[src/bpt_pkg.sv]
// bpt_pkg: widths, constants and the sigmoid table builder for the batch trainer
// no dependencies; used by every other file of the block but bpt_if
package bpt_pkg;

  // fixed point format
  localparam int FRAC_BITS = 16;
  localparam int NREG      = 8;
  localparam int ADDR_W    = 5;
  localparam int DATA_W    = 32;

  // shared multiplier: A operand, B operand, product
  localparam int AW = 40;
  localparam int BW = 18;
  localparam int PW = AW + BW;

  // register widths
  localparam int WW     = 32;
  localparam int GW     = 48;
  localparam int CW     = 25;
  localparam int NET_W  = PW + 1 - FRAC_BITS;
  localparam int SIG_W  = 16;
  localparam int SERR_W = 17;

  // learning rate 0.1 in Q.F
  localparam logic signed [BW-1:0] LEARN_Q = BW'(((1 << FRAC_BITS) + 5) / 10);
  localparam logic [BW-1:0]        ONE_Q   = BW'(1 << FRAC_BITS);

  // register reset values, in register order
  localparam logic [DATA_W-1:0] CFG_RESET [NREG] = '{
    32'd9830, 32'd13107, 32'd16384, 32'd19661,
    32'd22938, 32'd26214, 32'd29491, 32'd32768
  };

  localparam logic [63:0] Q28 = 64'd1 << 28;

  // restoring division, elaboration only
  function automatic logic [63:0] udiv64(input logic [63:0] n, input logic [63:0] d);
    logic [63:0] q;
    logic [64:0] r;
    int          i;
    q = '0;
    r = '0;
    for (i = 63; i >= 0; i--) begin
      r = {r[63:0], n[i]};
      if (r >= {1'b0, d}) begin
        r    = r - {1'b0, d};
        q[i] = 1'b1;
      end
    end
    return q;
  endfunction

  // e^-f in Q28 for f in [0,1] in Q28, alternating series
  function automatic logic [63:0] exp_neg_frac(input logic [63:0] f);
    logic signed [63:0] sum;
    logic [63:0]        term;
    int                 i;
    sum  = '0;
    term = Q28;
    for (i = 0; i < 24; i++) begin
      if (i[0]) sum = sum - $signed(term);
      else      sum = sum + $signed(term);
      term = udiv64((term * f) >> 28, 64'(i + 1));
    end
    return (sum < 0) ? 64'd0 : $unsigned(sum);
  endfunction

  // sigmoid at the center of bucket k, Q0.F, capped below one
  function automatic logic [SIG_W-1:0] sig_entry(input int k, input int depth);
    logic [63:0]        einv;
    logic [63:0]        a;
    logic [63:0]        n;
    logic [63:0]        d;
    logic [63:0]        den;
    logic [63:0]        num;
    logic [63:0]        s;
    logic signed [63:0] xq;
    int                 i;
    einv = exp_neg_frac(Q28);
    xq   = $signed(udiv64(64'(2 * k + 1) << 31, 64'(depth))) - (64'sd1 <<< 31);
    a    = (xq < 0) ? $unsigned(-xq) : $unsigned(xq);
    n    = a >> 28;
    d    = exp_neg_frac(a & (Q28 - 64'd1));
    for (i = 0; i < 16; i++) begin
      if (64'(i) < n) d = (d * einv) >> 28;
    end
    den = Q28 + d;
    num = (xq >= 0) ? (64'd1 << (FRAC_BITS + 28)) : (d << FRAC_BITS);
    s   = udiv64(num + (den >> 1), den);
    if (s > (64'd1 << FRAC_BITS) - 64'd1) s = (64'd1 << FRAC_BITS) - 64'd1;
    return s[SIG_W-1:0];
  endfunction

endpackage

[src/bpt_cfg.sv]
// bpt_cfg: APB register file holding the eight initial weights
// depends on bpt_pkg
module bpt_cfg (
  input  logic                       clk_i,
  input  logic                       rst_ni,
  input  logic                       psel,
  input  logic                       penable,
  input  logic                       pwrite,
  input  logic [bpt_pkg::ADDR_W-1:0] paddr,
  input  logic [bpt_pkg::DATA_W-1:0] pwdata,
  output logic [bpt_pkg::DATA_W-1:0] prdata,
  output logic                       pready,
  output logic [bpt_pkg::DATA_W-1:0] cfg_o [bpt_pkg::NREG]
);
  import bpt_pkg::*;

  logic [DATA_W-1:0] reg_q [NREG];
  logic [2:0]        idx;

  assign idx    = paddr[ADDR_W-1:2];
  assign pready = 1'b1;
  assign prdata = reg_q[idx];
  assign cfg_o  = reg_q;

  // register write on the access phase
  always_ff @(posedge clk_i or negedge rst_ni) begin
    if (!rst_ni) begin
      reg_q <= CFG_RESET;
    end else if (psel && penable && pwrite) begin
      reg_q[idx] <= pwdata;
    end
  end

endmodule

[config.mk]
export PLATFORM = sky130hd
export DESIGN_NAME = bpt_cfg
export DESIGN_NICKNAME = d
export VERILOG_FILES = /design/src/bpt_pkg.sv /design/src/bpt_cfg.sv
export SDC_FILE = /design/constraint.sdc
export NUM_CORES = 1
export LEC_CHECK = 0
export BUFFER_PORTS_ARGS = -buffer_cell sky130_fd_sc_hd__buf_2
export CAP_MARGIN = 20
export CORE_MARGIN = 2
export CORE_UTILIZATION = 37
export CTS_CLUSTER_DIAMETER = 100
export CTS_CLUSTER_SIZE = 40
export DETAILED_ROUTE_END_ITERATION = 8
export GPL_TIMING_DRIVEN = 0
export PLACE_DENSITY_LB_ADDON = 0.15
export RECOVER_POWER = 25
export SYNTH_ARGS = -nofsm -noshare
export SYNTH_HDL_FRONTEND = slang
export SYNTH_SLANG_ARGS = --single-unit
[constraint.sdc]
create_clock -name clk_i -period 1.2 [get_ports clk_i]
set_input_delay 0 -clock clk_i [delete_from_list [all_inputs] [get_ports clk_i]]
set_output_delay 0 -clock clk_i [all_outputs]
set_load 0.01 [all_outputs]
==> metrics <==
worst-path cell chain mux4_2 > mux2_4 > buf_6; initial antenna violation count 1; Final Net Count 1220; row count 65; Hold Worst Slack -47.9 ps; Post-Syn Instances 675; Die ar. 33000 um2; pre-CTS setup slack -662 ps; largest net degree at the start of global routing 111; Final period util 154%; Ports 331; violated checks negative hold slack, negative setup slack; CP required 1200 ps; GP Congestion 0.770; CP max FO 2; post-route antenna net violation count 0; Syn Nets 717; synth warn 0; drt via density 5.11; Post-Syn Area per Cell 17.3 um2; fill count 2601; H-Tree Depth 1; total number of vias 8107; P&R area growth vs syn 46.2%; kind of critical path register to primary output; crit-path max cell delay 520 ps; DRC viols 0; CP max stage cell mux4_2; CTS Root Cell clkbuf_16; most frequent cells in the layout buf_6, mux2_2, dfrtp_1, buf_2, buf_4; Pins Over Slew Limit 0; unrepaired setup endpoints after global routing true; first-pass GRT wire length 55.5 mm; CP endpoint kind primary output; final clock skew 0 ps; FF+latch count, synth 256; Num CTS Buffers 12; cts hold-fix bufs 33; DR pass1 iterations 4; Total GRT Usage 22.1%; fin crit period 1850 ps; DRT Wirelength 37.1 mm; CTS tree done; VDD IR-drop max 0.000966 V; synthesized area 11700 um2; Detailed Place HPWL 23.7 mm; Leak 8.17 nW; ratio of cells with drive above 1 in the final layout 76.6%; final count of hold timing violations 2; Clock Path Buffers 3; crit start category register; PnR worst setup slack -647 ps; Least-Margin Pin Slew 1170 ps; initial detailed-routing violation count 504; hold crit path type primary input to register; pwr dens 1620 nW/um2; WL/cell 23.4 um; max-cap violation count 0; post-synthesis sequential area ratio 55.4%; Starting Density 37.3%; Die Y-Extent 182 um; CTS Sinks 256; crit path DAT 1850 ps; GRT overflow 0; core area 31300 um2; Yosys cell types 26; final setup vio count 279; Slew HR 21.8%; status finished, violations left; later-pin clock latency in the skew report 520 ps; # port buffers 325; Horiz. Die Dim 182 um; vias in the first global route 8609; clk slew on worst S/H paths 120 ps; leading cell type in the layout, fill and taps excluded buf_6; Max Clk Rate 541 MHz; Largest register FFs 256
## report_power, final
part	switching [W]	internal, W
combinational	0.00391	0.00649
sequential	0.00132	0.0106
clock	0.00313	0.00216
## per-stage QoR
| step | TNS, ps | std cells | power (W) | area, um2 | util (%) |
|---|---|---|---|---|---|
| after floorplan | -10380 | 675 | 0.0156 | 11800 | - |
| after global placement | -1230960 | 1402 | 0.0188 | 13900 | 44.3 |
| after detailed placement | -114070 | 1404 | 0.0189 | 13900 | 44.5 |
| after CTS | -20700 | 1558 | 0.0265 | 16200 | 51.7 |
| after global routing | -107670 | 1587 | 0.0289 | 17100 | 54.5 |
| final | -53780 | 1587 | 0.0276 | 17100 | 54.5 |
## path summary, 6_finish.rpt
kind                                         from  depth (start not counted)                endpoint  slack (ps)
max                        cfg_o[141]$_DFFE_PN0P_                          3              prdata[13]        -650
min                                      paddr[3]                          3   cfg_o[96]$_DFFE_PN0P_         -50
max reg2reg                 cfg_o[21]$_DFFE_PN0P_                          4   cfg_o[21]$_DFFE_PN0P_          60
min reg2reg                cfg_o[153]$_DFFE_PN0P_                          1  cfg_o[153]$_DFFE_PN0P_         530
max in group asynchronous                  rst_ni                          3  cfg_o[229]$_DFFE_PN1P_        -250
min in group asynchronous                  rst_ni                          2  cfg_o[121]$_DFFE_PN0P_         250
## what timing repair did
action | 4_1_cts | 5_1_grt
gates resized for setup | 142 | 175
buffers inserted | 101 | 54
setup endpoints to repair | 92 | 194
endpoints found under the hold margin | 462 | 25
pin swaps | 1 | 0
## cell type report
cell class	count	area, um2	share of cell area, %
Tap cell	402	503	2.95
Timing Repair Buffer	489	4300	25.2
Multi-Input combinational cell	373	5010	29.4
Sequential cell	256	6470	37.9
Clock buffer	13	325	1.91
Antenna cell	1	2.50	0.0147
Clock inverter	7	100	0.587
Buffer	46	353	2.07
## layer usage
metal,up-vias,wire length [um],GRT usage [%]
met5,-,0,0
met4,0,599,3.58
met3,37,1990,4.03
met2,238,17800,36.2
met1,4291,16700,31.4
li1,3541,-,-
## cell usage after synthesis
master,number,area [um2]
nor4bb_1,1,10.0
o211ai_1,1,7.51
buf_2,18,90.1
a311o_1,1,10.0
buf_1,1,3.75
dfrtp_1,206,5150
buf_4,12,90.1
nand3_1,1,5.00
nand4b_1,2,17.5
mux4_2,62,1400
dfstp_2,50,1310
nand2b_4,1,13.8
nor2_1,6,22.5
mux2_4,30,450
nor3b_1,2,15.0
mux2i_1,2,20.0
mux2_1,8,90.1
clkbuf_1,8,30.0
nand4_1,1,6.26
or4_4,1,11.3
a211o_1,1,8.76
nand2_1,2,7.51
conb_1,1,3.75
nor4_2,1,12.5
mux2_2,249,2800
buf_6,7,78.8
## critical path: cells and delay by family (launching register included)
family	cells	cell delay, ps
multiplexers	2	810
buffers and inverters	1	130
flip-flops	1	420
## kinds of logic after synthesis
kind of cell	after synthesis	synth area share (%)
muxes	351	40.8
and+or+nand+nor	18	1.04
DFF	256	55.4
buffers and inverters	46	2.51
other	1	0.0321
AOI/OAI and AO/OA	3	0.225
Power figures use the tool's default switching activity.
