File: src/bpt_pkg.sv
// bpt_pkg: widths, constants and the sigmoid table builder for the batch trainer
// no dependencies; used by every other file of the block but bpt_if
package bpt_pkg;

  // fixed point format
  localparam int FRAC_BITS = 16;
  localparam int NREG      = 8;
  localparam int ADDR_W    = 5;
  localparam int DATA_W    = 32;

  // shared multiplier: A operand, B operand, product
  localparam int AW = 40;
  localparam int BW = 18;
  localparam int PW = AW + BW;

  // register widths
  localparam int WW     = 32;
  localparam int GW     = 48;
  localparam int CW     = 25;
  localparam int NET_W  = PW + 1 - FRAC_BITS;
  localparam int SIG_W  = 16;
  localparam int SERR_W = 17;

  // learning rate 0.1 in Q.F
  localparam logic signed [BW-1:0] LEARN_Q = BW'(((1 << FRAC_BITS) + 5) / 10);
  localparam logic [BW-1:0]        ONE_Q   = BW'(1 << FRAC_BITS);

  // register reset values, in register order
  localparam logic [DATA_W-1:0] CFG_RESET [NREG] = '{
    32'd9830, 32'd13107, 32'd16384, 32'd19661,
    32'd22938, 32'd26214, 32'd29491, 32'd32768
  };

  localparam logic [63:0] Q28 = 64'd1 << 28;

  // restoring division, elaboration only
  function automatic logic [63:0] udiv64(input logic [63:0] n, input logic [63:0] d);
    logic [63:0] q;
    logic [64:0] r;
    int          i;
    q = '0;
    r = '0;
    for (i = 63; i >= 0; i--) begin
      r = {r[63:0], n[i]};
      if (r >= {1'b0, d}) begin
        r    = r - {1'b0, d};
        q[i] = 1'b1;
      end
    end
    return q;
  endfunction

  // e^-f in Q28 for f in [0,1] in Q28, alternating series
  function automatic logic [63:0] exp_neg_frac(input logic [63:0] f);
    logic signed [63:0] sum;
    logic [63:0]        term;
    int                 i;
    sum  = '0;
    term = Q28;
    for (i = 0; i < 24; i++) begin
      if (i[0]) sum = sum - $signed(term);
      else      sum = sum + $signed(term);
      term = udiv64((term * f) >> 28, 64'(i + 1));
    end
    return (sum < 0) ? 64'd0 : $unsigned(sum);
  endfunction

  // sigmoid at the center of bucket k, Q0.F, capped below one
  function automatic logic [SIG_W-1:0] sig_entry(input int k, input int depth);
    logic [63:0]        einv;
    logic [63:0]        a;
    logic [63:0]        n;
    logic [63:0]        d;
    logic [63:0]        den;
    logic [63:0]        num;
    logic [63:0]        s;
    logic signed [63:0] xq;
    int                 i;
    einv = exp_neg_frac(Q28);
    xq   = $signed(udiv64(64'(2 * k + 1) << 31, 64'(depth))) - (64'sd1 <<< 31);
    a    = (xq < 0) ? $unsigned(-xq) : $unsigned(xq);
    n    = a >> 28;
    d    = exp_neg_frac(a & (Q28 - 64'd1));
    for (i = 0; i < 16; i++) begin
      if (64'(i) < n) d = (d * einv) >> 28;
    end
    den = Q28 + d;
    num = (xq >= 0) ? (64'd1 << (FRAC_BITS + 28)) : (d << FRAC_BITS);
    s   = udiv64(num + (den >> 1), den);
    if (s > (64'd1 << FRAC_BITS) - 64'd1) s = (64'd1 << FRAC_BITS) - 64'd1;
    return s[SIG_W-1:0];
  endfunction

endpackage

File: src/bpt_mul.sv
// bpt_mul: shared signed multiplier with registered product
// depends on bpt_pkg
module bpt_mul (
  input  logic                          clk_i,
  input  logic signed [bpt_pkg::AW-1:0] a_i,
  input  logic signed [bpt_pkg::BW-1:0] b_i,
  output logic signed [bpt_pkg::PW-1:0] prod_o
);
  import bpt_pkg::*;

  // one product per cycle
  always_ff @(posedge clk_i) begin
    prod_o <= PW'(a_i * b_i);
  end

endmodule

File: config.mk
export PLATFORM = sky130hd
export DESIGN_NAME = bpt_mul
export DESIGN_NICKNAME = d
export VERILOG_FILES = /design/src/bpt_pkg.sv /design/src/bpt_mul.sv
export SDC_FILE = /design/constraint.sdc
export NUM_CORES = 2
export LEC_CHECK = 0
export BUFFER_PORTS_ARGS = -buffer_cell sky130_fd_sc_hd__clkbuf_2
export CELL_PAD_IN_SITES_DETAIL_PLACEMENT = 1
export CELL_PAD_IN_SITES_GLOBAL_PLACEMENT = 2
export CORE_MARGIN = 2
export CORE_UTILIZATION = 40
export DETAILED_ROUTE_END_ITERATION = 8
export PLACE_DENSITY_LB_ADDON = 0.05
export SLEW_MARGIN = 20
export SYNTH_ARGS = -nofsm -noshare
export SYNTH_HDL_FRONTEND = slang
export SYNTH_SLANG_ARGS = --single-unit
File: constraint.sdc
create_clock -name clk_i -period 8.05 [get_ports clk_i]
set_clock_uncertainty 0.1 [all_clocks]
set_input_delay 0.4025 -clock clk_i [delete_from_list [all_inputs] [get_ports clk_i]]
set_output_delay 0.4025 -clock clk_i [all_outputs]
set_load 0.005 [all_outputs]
==> results.sh <==
export IMPL_dp_cells=3774
export IMPL_async_flop_share_pct=0
export IMPL_fin_crit_sh_pct=90.5
export IMPL_period_minus_slack_ps=7280
export IMPL_fin_nets=3816
export IMPL_syn_area_mm2=0.0256
export IMPL_synth_nets=3794
export IMPL_status="complete, no violations"
export IMPL_worst_pin_slew_ps=945
export IMPL_avgSynthCellArea_um2=8.78
export IMPL_critPathKind="primary input to flip-flop"
export IMPL_hold_viol_final=0
export IMPL_grt_pass1_wl_mm=134
export IMPL_wl_mm=84.0
export IMPL_core_area_mm2=0.0632
export IMPL_top_register="prod_o"
export IMPL_syn_inst=2917
export IMPL_cts_sinks=58
export IMPL_drtAntennaViolNets=0
export IMPL_max_slew_margin_rel_pct=37.0
export IMPL_cts_buffers=9
export IMPL_post_cts_setup_buffer_count=0
export IMPL_endpoint_kind="flip-flop"
export IMPL_layout_drive_gt1_share_pct=6.45
export IMPL_drt_iter0_drc=927
export IMPL_numPortBuffers=116
export IMPL_ys_warnings_count=0
export IMPL_grt_pass1_vias=22200
export IMPL_critPathRequiredTime_ps=8240
export IMPL_fin_tns_setup_ps=0
export IMPL_setup_viol=0
export IMPL_dpl_hpwl_mm=69.7
export IMPL_wl_per_cell_um=22.1
export IMPL_ys_types=50
export IMPL_dieArea_mm2=0.0661
export IMPL_fill_cells=7454
export IMPL_cts_hold_buffers=0
export IMPL_antenna_found_initial=3
export IMPL_yosysSeqAreaShare_pct=4.53
export IMPL_path_clk_slew_ps=80
export IMPL_final_cells=3794
export IMPL_cts_resized=0
export IMPL_grt_usage_pct=27.0
export IMPL_globalplace_congestion=0.861
export IMPL_drv_cap=0
export IMPL_synth_edf_count=0
export IMPL_max_freq_mhz=137
export IMPL_overflow=0
export IMPL_min_to="prod_o[0]"
export IMPL_hold_class="primary input to flip-flop"
export IMPL_slew_viol_final=0
export IMPL_holdPathStages=3
export IMPL_crit_arrival_ps=7470
export IMPL_min_from="a_i[0]"
export IMPL_rows=92
export IMPL_vias=19000
export IMPL_vias_per_cell=5.00
export IMPL_critPathLaunchType="primary input"
export IMPL_synth_flop_cell="dfxtp_1"
export IMPL_first_pass_iters=5
export IMPL_cp_max_fo=29
export IMPL_io_pins=117
export IMPL_htreeDepth=3
export IMPL_cts_tree="yes"
export IMPL_top_regs="prod_o (58)"
export IMPL_grt_max_degree=31
export IMPL_initial_core_util_pct=40.5
export IMPL_largest_reg_flops=58
export IMPL_dieHeight_um=257
export IMPL_rsz0062_at_grt="false"
export IMPL_clockBufferDepth=2
export IMPL_root_buffer="clkbuf_16"
export IMPL_post_route_drc_count=0
export IMPL_dieWidth_um=257
export IMPL_synth_seq_cells=58
export IMPL_syn_to_final_growth_pct=6.99
[cell families after synthesis]
logic type	count (synthesis)	synth area share, %
AND/OR/NAND/NOR	859	15.1
flip-flops	58	4.53
XOR/XNOR	59	2.02
buffers and inverters	946	13.9
AO/OA/AOI/OAI	177	4.49
adder cells (fa/ha/maj)	818	59.9
[worst max-delay path, cell delays in order]
cell	delay [ps]
clkbuf_2	480
buf_4	390
and2_1	170
fa_1	530
inv_1	70
fa_1	590
inv_1	70
fa_1	520
inv_1	60
fa_1	550
fa_1	430
fa_1	500
inv_1	50
ha_1	390
a21oi_1	350
o22ai_1	140
nor4_1	440
nor2_1	110
o41ai_2	410
buf_4	210
nor2_1	70
o21ai_1	230
a21oi_1	130
xor2_1	160
[worst max-delay path by stage]
| stage | from | endpoint | slack, ps | cells past startpoint |
|---|---|---|---|---|
| 6_report | b_i[4] | prod_o[51] | 770 | 24 |
| 2_1_floorplan | a_i[23] | prod_o[57] | 1660 | 24 |
| 5_1_grt | b_i[4] | prod_o[51] | 450 | 25 |
| 3_3_place_gp | b_i[17] | prod_o[57] | 430 | 23 |
| 3_5_place_dp | b_i[4] | prod_o[51] | 430 | 24 |
| 4_1_cts | b_i[17] | prod_o[57] | 840 | 23 |
[metrics by stage]
step	hold slack (ps)	setup WS (ps)	utilization [%]	cell area (um2)
2_1_floorplan	424	1660	-	25600
3_3_place_gp	676	432	42.8	27100
3_5_place_dp	676	433	42.8	27100
4_1_cts	437	841	43.3	27400
5_1_grt	450	452	43.3	27400
6_report	450	767	43.4	27400
[synth_stat cells, types with 8 or more instances]
master	count	share of area, %
fa_1	681	53
a21o_1	27	0.79
clkbuf_1	148	2.2
inv_1	790	12
o21ai_0	25	0.49
ha_1	137	6.7
a21oi_1	57	1.1
o21ai_1	10	0.20
nand3_1	23	0.45
nor2_1	63	0.92
xnor2_1	39	1.3
and3_1	8	0.20
and2_1	202	4.9
o21a_1	8	0.23
nand2_1	524	7.7
nand2b_1	13	0.32
xor2_1	20	0.68
dfxtp_1	58	4.5
[routing by layer]
layer  vias to the layer above  track usage [%]  wire length, um
met2                       407             43.7            39800
met4                         0             7.27             2220
met1                     10200             37.3            37400
li1                       8310                -                -
met5                         -                0                0
met3                        76             4.94             4630
[final cells by class]
| class | count | area, um2 | area share (%) |
|---|---|---|---|
| timing repair buffer | 166 | 981 | 3.58 |
| multi-input combinational | 1913 | 20900 | 76.3 |
| clock buffer | 9 | 225 | 0.822 |
| antenna | 4 | 10.0 | 0.0365 |
| inverter | 791 | 2970 | 10.8 |
| tap | 846 | 1060 | 3.86 |
| clock inverter | 7 | 101 | 0.370 |
| sequential | 58 | 1160 | 4.24 |
[placed cells by master, fill, tap and decap left out, drive strengths merged, types with 5 or more instances in the layout]
| cell type | n |
|---|---|
| ha | 137 |
| a21oi | 60 |
| dfxtp | 58 |
| a21o | 27 |
| inv | 792 |
| nand3 | 23 |
| o21bai | 7 |
| nor2 | 63 |
| xnor2 | 39 |
| nand2b | 13 |
| fa | 681 |
| and2 | 202 |
| buf | 50 |
| a211oi | 5 |
| a211o | 5 |
| xor2 | 20 |
| nand2 | 524 |
| nand4 | 7 |
| clkbuf | 125 |
| o211ai | 5 |
| and3 | 8 |
| o21ai | 35 |
| nor3 | 7 |
| o21a | 8 |
Power is not shown: default switching activity piles up to over one toggle a cycle in this logic, so the estimate is an artifact.
